File: config.mk
export PLATFORM = sky130hd
export DESIGN_NAME = aes_key_cell
export DESIGN_NICKNAME = d
export VERILOG_FILES = /design/src/design/aes_pkg.sv /design/src/design/aes_key_cell.sv
export SDC_FILE = /design/constraint.sdc
export NUM_CORES = 1
export LEC_CHECK = 0
export ABC_AREA = 1
export BUFFER_PORTS_ARGS = -buffer_cell sky130_fd_sc_hd__buf_2
export CAP_MARGIN = 25
export CORE_MARGIN = 10
export CORE_UTILIZATION = 25
export CTS_CLUSTER_DIAMETER = 200
export CTS_CLUSTER_SIZE = 30
export DETAILED_ROUTE_END_ITERATION = 8
export MAX_ROUTING_LAYER = met4
export PLACE_DENSITY = 0.4
export SKIP_LAST_GASP = 1
export SLEW_MARGIN = 15
export SYNTH_ARGS = -nofsm -noshare
export SYNTH_HDL_FRONTEND = slang
export SYNTH_SLANG_ARGS = --single-unit
export TNS_END_PERCENT = 10
File: constraint.sdc
create_clock -name clk -period 3.5 [get_ports clk]
set_input_delay 0.7 -clock clk [delete_from_list [all_inputs] [get_ports clk]]
set_output_delay 0.7 -clock clk [all_outputs]
set_load 0.02 [all_outputs]
File: src/design/aes_pkg.sv
// Shared types, tables and byte-level round functions for the AES-128 cipher.
package aes_pkg;

	localparam int unsigned ROUNDS = 10;
	localparam int unsigned BLOCK_W = 128;
	localparam logic CMD_ENCRYPT = 1'b0;
	localparam logic CMD_DECRYPT = 1'b1;

	typedef logic [BLOCK_W-1:0] block_t;

	typedef struct packed {
		logic valid;
		logic dec;
	} ctl_t;

	localparam logic [7:0] RCON [ROUNDS] = '{
		8'h01, 8'h02, 8'h04, 8'h08, 8'h10, 8'h20, 8'h40, 8'h80, 8'h1B, 8'h36
	};

	localparam logic [7:0] SBOX [256] = '{
		8'h63,8'h7C,8'h77,8'h7B,8'hF2,8'h6B,8'h6F,8'hC5,8'h30,8'h01,8'h67,8'h2B,8'hFE,8'hD7,8'hAB,8'h76,
		8'hCA,8'h82,8'hC9,8'h7D,8'hFA,8'h59,8'h47,8'hF0,8'hAD,8'hD4,8'hA2,8'hAF,8'h9C,8'hA4,8'h72,8'hC0,
		8'hB7,8'hFD,8'h93,8'h26,8'h36,8'h3F,8'hF7,8'hCC,8'h34,8'hA5,8'hE5,8'hF1,8'h71,8'hD8,8'h31,8'h15,
		8'h04,8'hC7,8'h23,8'hC3,8'h18,8'h96,8'h05,8'h9A,8'h07,8'h12,8'h80,8'hE2,8'hEB,8'h27,8'hB2,8'h75,
		8'h09,8'h83,8'h2C,8'h1A,8'h1B,8'h6E,8'h5A,8'hA0,8'h52,8'h3B,8'hD6,8'hB3,8'h29,8'hE3,8'h2F,8'h84,
		8'h53,8'hD1,8'h00,8'hED,8'h20,8'hFC,8'hB1,8'h5B,8'h6A,8'hCB,8'hBE,8'h39,8'h4A,8'h4C,8'h58,8'hCF,
		8'hD0,8'hEF,8'hAA,8'hFB,8'h43,8'h4D,8'h33,8'h85,8'h45,8'hF9,8'h02,8'h7F,8'h50,8'h3C,8'h9F,8'hA8,
		8'h51,8'hA3,8'h40,8'h8F,8'h92,8'h9D,8'h38,8'hF5,8'hBC,8'hB6,8'hDA,8'h21,8'h10,8'hFF,8'hF3,8'hD2,
		8'hCD,8'h0C,8'h13,8'hEC,8'h5F,8'h97,8'h44,8'h17,8'hC4,8'hA7,8'h7E,8'h3D,8'h64,8'h5D,8'h19,8'h73,
		8'h60,8'h81,8'h4F,8'hDC,8'h22,8'h2A,8'h90,8'h88,8'h46,8'hEE,8'hB8,8'h14,8'hDE,8'h5E,8'h0B,8'hDB,
		8'hE0,8'h32,8'h3A,8'h0A,8'h49,8'h06,8'h24,8'h5C,8'hC2,8'hD3,8'hAC,8'h62,8'h91,8'h95,8'hE4,8'h79,
		8'hE7,8'hC8,8'h37,8'h6D,8'h8D,8'hD5,8'h4E,8'hA9,8'h6C,8'h56,8'hF4,8'hEA,8'h65,8'h7A,8'hAE,8'h08,
		8'hBA,8'h78,8'h25,8'h2E,8'h1C,8'hA6,8'hB4,8'hC6,8'hE8,8'hDD,8'h74,8'h1F,8'h4B,8'hBD,8'h8B,8'h8A,
		8'h70,8'h3E,8'hB5,8'h66,8'h48,8'h03,8'hF6,8'h0E,8'h61,8'h35,8'h57,8'hB9,8'h86,8'hC1,8'h1D,8'h9E,
		8'hE1,8'hF8,8'h98,8'h11,8'h69,8'hD9,8'h8E,8'h94,8'h9B,8'h1E,8'h87,8'hE9,8'hCE,8'h55,8'h28,8'hDF,
		8'h8C,8'hA1,8'h89,8'h0D,8'hBF,8'hE6,8'h42,8'h68,8'h41,8'h99,8'h2D,8'h0F,8'hB0,8'h54,8'hBB,8'h16
	};

	localparam logic [7:0] REV_SBOX [256] = '{
		8'h52,8'h09,8'h6A,8'hD5,8'h30,8'h36,8'hA5,8'h38,8'hBF,8'h40,8'hA3,8'h9E,8'h81,8'hF3,8'hD7,8'hFB,
		8'h7C,8'hE3,8'h39,8'h82,8'h9B,8'h2F,8'hFF,8'h87,8'h34,8'h8E,8'h43,8'h44,8'hC4,8'hDE,8'hE9,8'hCB,
		8'h54,8'h7B,8'h94,8'h32,8'hA6,8'hC2,8'h23,8'h3D,8'hEE,8'h4C,8'h95,8'h0B,8'h42,8'hFA,8'hC3,8'h4E,
		8'h08,8'h2E,8'hA1,8'h66,8'h28,8'hD9,8'h24,8'hB2,8'h76,8'h5B,8'hA2,8'h49,8'h6D,8'h8B,8'hD1,8'h25,
		8'h72,8'hF8,8'hF6,8'h64,8'h86,8'h68,8'h98,8'h16,8'hD4,8'hA4,8'h5C,8'hCC,8'h5D,8'h65,8'hB6,8'h92,
		8'h6C,8'h70,8'h48,8'h50,8'hFD,8'hED,8'hB9,8'hDA,8'h5E,8'h15,8'h46,8'h57,8'hA7,8'h8D,8'h9D,8'h84,
		8'h90,8'hD8,8'hAB,8'h00,8'h8C,8'hBC,8'hD3,8'h0A,8'hF7,8'hE4,8'h58,8'h05,8'hB8,8'hB3,8'h45,8'h06,
		8'hD0,8'h2C,8'h1E,8'h8F,8'hCA,8'h3F,8'h0F,8'h02,8'hC1,8'hAF,8'hBD,8'h03,8'h01,8'h13,8'h8A,8'h6B,
		8'h3A,8'h91,8'h11,8'h41,8'h4F,8'h67,8'hDC,8'hEA,8'h97,8'hF2,8'hCF,8'hCE,8'hF0,8'hB4,8'hE6,8'h73,
		8'h96,8'hAC,8'h74,8'h22,8'hE7,8'hAD,8'h35,8'h85,8'hE2,8'hF9,8'h37,8'hE8,8'h1C,8'h75,8'hDF,8'h6E,
		8'h47,8'hF1,8'h1A,8'h71,8'h1D,8'h29,8'hC5,8'h89,8'h6F,8'hB7,8'h62,8'h0E,8'hAA,8'h18,8'hBE,8'h1B,
		8'hFC,8'h56,8'h3E,8'h4B,8'hC6,8'hD2,8'h79,8'h20,8'h9A,8'hDB,8'hC0,8'hFE,8'h78,8'hCD,8'h5A,8'hF4,
		8'h1F,8'hDD,8'hA8,8'h33,8'h88,8'h07,8'hC7,8'h31,8'hB1,8'h12,8'h10,8'h59,8'h27,8'h80,8'hEC,8'h5F,
		8'h60,8'h51,8'h7F,8'hA9,8'h19,8'hB5,8'h4A,8'h0D,8'h2D,8'hE5,8'h7A,8'h9F,8'h93,8'hC9,8'h9C,8'hEF,
		8'hA0,8'hE0,8'h3B,8'h4D,8'hAE,8'h2A,8'hF5,8'hB0,8'hC8,8'hEB,8'hBB,8'h3C,8'h83,8'h53,8'h99,8'h61,
		8'h17,8'h2B,8'h04,8'h7E,8'hBA,8'h77,8'hD6,8'h26,8'hE1,8'h69,8'h14,8'h63,8'h55,8'h21,8'h0C,8'h7D
	};

	// Byte i of a block sits in bits 127-8i down; byte 4r+c is row r, column c.
	function automatic logic [7:0] get_byte(input block_t s, input int unsigned i);
		return s[BLOCK_W-1-8*i -: 8];
	endfunction

	function automatic logic [7:0] xtime(input logic [7:0] a);
		return {a[6:0], 1'b0} ^ (a[7] ? 8'h1B : 8'h00);
	endfunction

	function automatic block_t sub_bytes(input block_t s, input logic inv);
		block_t o;
		for (int i = 0; i < 16; i++) begin
			o[BLOCK_W-1-8*i -: 8] = inv ? REV_SBOX[get_byte(s, i)] : SBOX[get_byte(s, i)];
		end
		return o;
	endfunction

	// Row r rotates left by r, or right by r for the inverse.
	function automatic block_t shift_rows(input block_t s, input logic inv);
		block_t o;
		int unsigned src;
		for (int r = 0; r < 4; r++) begin
			for (int c = 0; c < 4; c++) begin
				src = inv ? 4*r + ((c + 3*r) % 4) : 4*r + ((c + r) % 4);
				o[BLOCK_W-1-8*(4*r+c) -: 8] = get_byte(s, src);
			end
		end
		return o;
	endfunction

	function automatic block_t mix_columns(input block_t s);
		block_t o;
		logic [7:0] a0, a1, a2, a3;
		for (int c = 0; c < 4; c++) begin
			for (int r = 0; r < 4; r++) begin
				a0 = get_byte(s, 4*r + c);
				a1 = get_byte(s, 4*((r+1)%4) + c);
				a2 = get_byte(s, 4*((r+2)%4) + c);
				a3 = get_byte(s, 4*((r+3)%4) + c);
				o[BLOCK_W-1-8*(4*r+c) -: 8] = xtime(a0) ^ xtime(a1) ^ a1 ^ a2 ^ a3;
			end
		end
		return o;
	endfunction

	function automatic block_t inv_mix_columns(input block_t s);
		block_t o;
		logic [7:0] a [4];
		logic [7:0] x2 [4];
		logic [7:0] x4 [4];
		logic [7:0] x8 [4];
		for (int c = 0; c < 4; c++) begin
			for (int k = 0; k < 4; k++) begin
				a[k] = get_byte(s, 4*k + c);
				x2[k] = xtime(a[k]);
				x4[k] = xtime(x2[k]);
				x8[k] = xtime(x4[k]);
			end
			for (int r = 0; r < 4; r++) begin
				// 14, 11, 13, 9 along the row, rotated by r
				o[BLOCK_W-1-8*(4*r+c) -: 8] =
					(x8[r] ^ x4[r] ^ x2[r]) ^
					(x8[(r+1)%4] ^ x2[(r+1)%4] ^ a[(r+1)%4]) ^
					(x8[(r+2)%4] ^ x4[(r+2)%4] ^ a[(r+2)%4]) ^
					(x8[(r+3)%4] ^ a[(r+3)%4]);
			end
		end
		return o;
	endfunction

endpackage

File: src/design/aes_key_cell.sv
// One step of the key schedule: derives and holds the next round key.
module aes_key_cell import aes_pkg::*; #(
	parameter int unsigned STEP = 1
) (
	input  logic   clk,
	input  block_t prev_key,
	output block_t next_key
);

	block_t next_key_q;
	block_t nk;
	logic [7:0] b;

	always_comb begin
		nk = '0;
		for (int r = 0; r < 4; r++) begin
			b = SBOX[get_byte(prev_key, 4*((r+1)%4) + 3)] ^ get_byte(prev_key, 4*r);
			if (r == 0) begin
				b = b ^ RCON[STEP-1];
			end
			nk[BLOCK_W-1-8*(4*r) -: 8] = b;
			for (int c = 1; c < 4; c++) begin
				b = b ^ get_byte(prev_key, 4*r + c);
				nk[BLOCK_W-1-8*(4*r+c) -: 8] = b;
			end
		end
	end

	always_ff @(posedge clk) begin
		next_key_q <= nk;
	end

	assign next_key = next_key_q;

endmodule

==> impl_metrics.env <==
export IMPL_finalSetupViolCount=0
export IMPL_dr_first_iter_drc_count=3239
export IMPL_drc=0
export IMPL_syn2layout_area_growth_pct=21.68
export IMPL_num_io_pins=257
export IMPL_route_met3_wl_mm=11.74
export IMPL_ys_flop_type="dfxtp_1"
export IMPL_syn_area_sq_mm=0.01719
export IMPL_synth_xor_area_frac=0
export IMPL_yosys_mux_area_fraction=0
export IMPL_synth_compound_area_frac=0.05568
export IMPL_cts_buffers=17
export IMPL_status="complete, no violations"
export IMPL_die_area_sq_mm=0.07965
export IMPL_dp_cells=4404
export IMPL_layout_setup_ws_ns=0.4337
export IMPL_avgSynthCellArea_sq_um=5.293
export IMPL_rsz0062_at_grt="no"
export IMPL_rows=96
export IMPL_crit_chain="buf_2, inv_2, ha_1, inv_1, nand2_1, nand2_1, nor2_1, nor2_1, nand2_1, nand2_1, nand3_1, nand3_1, nand2_1, nand2_1, nand3_1, nand2_1, nand2_1, nand2_1"
export IMPL_viasPerCell=5.532
export IMPL_final_common_cell="nand2_1"
export IMPL_critPathSlowestCell="ha_1"
export IMPL_finalCoreUtilization=0.3061
export IMPL_place_area_sq_mm=0.02029
export IMPL_syn_nets=3437
export IMPL_seq_area_frac_synth=0.1491
export IMPL_final_area_sq_mm=0.02092
export IMPL_critPathMostFrequentCell="nand2_1"
export IMPL_crit_required_ns=3.82
export IMPL_grt_pass1_wl_mm=158.8
export IMPL_finalSetupTns_ns=0
export IMPL_gp_congestion=1.014
export IMPL_postRouteAntennaNets=0
export IMPL_finalNetCount=3730
export IMPL_htree_num_levels=4
export IMPL_slew_violations=0
export IMPL_post_place_ws_ns=0.03343
export IMPL_period_share=0.8761
export IMPL_leakage_nw=11.28
export IMPL_worstSetupEndpointType="flip-flop"
export IMPL_start_kind="input pin"
export IMPL_clk_pin_slew_ns=0.08
export IMPL_grt_overflow_total=0
export IMPL_synth_simple_area_share=0.6398
export IMPL_worst_slew_pin_slew_ns=0.6850
export IMPL_synthArstFlopShare=0
export IMPL_fmax_mhz=326.1
export IMPL_first_pass_iters=8
export IMPL_yosys_warnings=0
export IMPL_synthAdderAreaFrac=0.04367
export IMPL_grt_start_max_net_pins=72
export IMPL_hold_violations=0
export IMPL_powerDensity_mw_per_mm2=354.0
export IMPL_wl_per_cell_um=24.88
export IMPL_crit_arrival_ns=3.38
export IMPL_layout_drive_gt1_share=0.1683
export IMPL_dieHeight_um=282.2
export IMPL_critical_path_class="input pin to flip-flop"
export IMPL_max_slew_margin=0.5428
export IMPL_synth_top_family_by_area="simple AND/OR/NAND/NOR gates"
export IMPL_dp_hpwl_mm=85.70
export IMPL_wirelength_mm=110.5
export IMPL_antenna_found_initial=9
export IMPL_portBuffers=256
export IMPL_grt_pass1_vias=23183
export IMPL_stdcell_count=4442
export IMPL_vdd_drop_max_mv=0.3521
export IMPL_post_route_min_period_ns=3.066
export IMPL_dieWidth_um=282.2
export IMPL_wl_met1_mm=45.61
export IMPL_worst_path_largest_cell_delay_ns=0.45
export IMPL_crit_fanout=11
export IMPL_grtUsageTotal=0.2759
export IMPL_initial_core_util=0.2515
export IMPL_mostFrequentLayoutCells="1,123 x nand2_1, 1,077 x nand3_1, 256 x buf_2"
export IMPL_wl_met2_mm=48.13
export IMPL_largest_register_ffs=128
export IMPL_synth_cell_types=35
export IMPL_post_cts_buffers=0
export IMPL_ys_seq_elements=128
export IMPL_synth_edf_count=0
export IMPL_postCtsHoldBufs=0
export IMPL_hold_class="input pin to flip-flop"
export IMPL_cap_viol_max_count=0
export IMPL_core_area_sq_mm=0.06835
export IMPL_cts_sinks=128
export IMPL_cts_resized=0
export IMPL_syn_inst=3248
export IMPL_clock_path_buffers=2
export IMPL_cts_tree="built"
export IMPL_cts_root_buffer="clkbuf_16"
export IMPL_num_vias=24573
export IMPL_maxUsedRoutingLayer="met4"
-- cell usage after synthesis, types with 2 or more instances --
library cell,number,area share
o21ai_0,46,0.013
clkinv_1,6,0.0013
ha_1,60,0.044
o211ai_1,9,0.0039
buf_4,28,0.012
nand3b_1,19,0.0083
o31ai_1,2,0.00087
nand4_1,23,0.0084
clkbuf_1,41,0.0090
buf_6,20,0.013
nand2_4,8,0.0052
inv_1,181,0.040
a21oi_2,6,0.0031
inv_2,19,0.0041
a31oi_1,4,0.0015
buf_1,20,0.0044
nand3_1,1077,0.31
nand2_1,1123,0.25
buf_2,86,0.025
a21oi_1,103,0.030
nand2_2,39,0.014
nor2_1,163,0.036
inv_4,4,0.0015
o21ai_1,7,0.0020
nand3_2,5,0.0029
dfxtp_1,128,0.15
nor2_2,13,0.0047
-- critical path: cells and delay by family --
family	cells	cell delay [ns]
simple gates	14	1.79
fa+ha+maj	1	0.45
buf+inv	3	0.43
-- logic make-up (layout without fill, tap and decap cells) --
group | after synthesis | count (layout)
adders and majority gates | 60 | 60
other | 0 | 6
AOI/OAI and AO/OA | 179 | 179
and+or+nand+nor | 2474 | 2474
DFF | 128 | 128
buffers and inverters | 407 | 713
-- final timing paths --
check             slack, ns    startpoint  depth (start not counted)                   end
setup / recovery       0.43   prev_key[0]                         18  next_key[41]$_DFF_P_
hold / removal         0.43  prev_key[59]                          3  next_key[59]$_DFF_P_
-- stage by stage --
step | total power [W] | hold slack (ns)
final | 0.007405 | 0.4306
after global routing | 0.007814 | 0.4512
after CTS | 0.007408 | 0.4023
after detailed placement | 0.005320 | 0.9480
after global placement | 0.005377 | 0.9453
after floorplan | 0.003840 | 0.8218
-- area by class of cell --
class / instances / area [sq um]
fill: 7925 / 47430
multi-input combinational: 2713 / 12710
timing repair buffer: 470 / 3113
sequential: 128 / 2562
tap: 882 / 1104
inverter: 211 / 807.0
clock buffer: 18 / 429.2
clock inverter: 14 / 181.4
antenna: 6 / 15.01
-- where the power goes --
part	internal, W	total [W]	switching, W
combinational	0.00107	0.00358	0.00251
sequential	0.00168	0.00178	0.000103
clock	0.00113	0.00204	0.000910
-- routing by layer --
layer | vias to the layer above | GRT usage
met5 | - | -
met4 | 0 | 0.1178
met3 | 254 | 0.06193
met2 | 1553 | 0.4168
met1 | 11377 | 0.3493
li1 | 11389 | -
No activity file was read; power rests on OpenSTA's default activity.
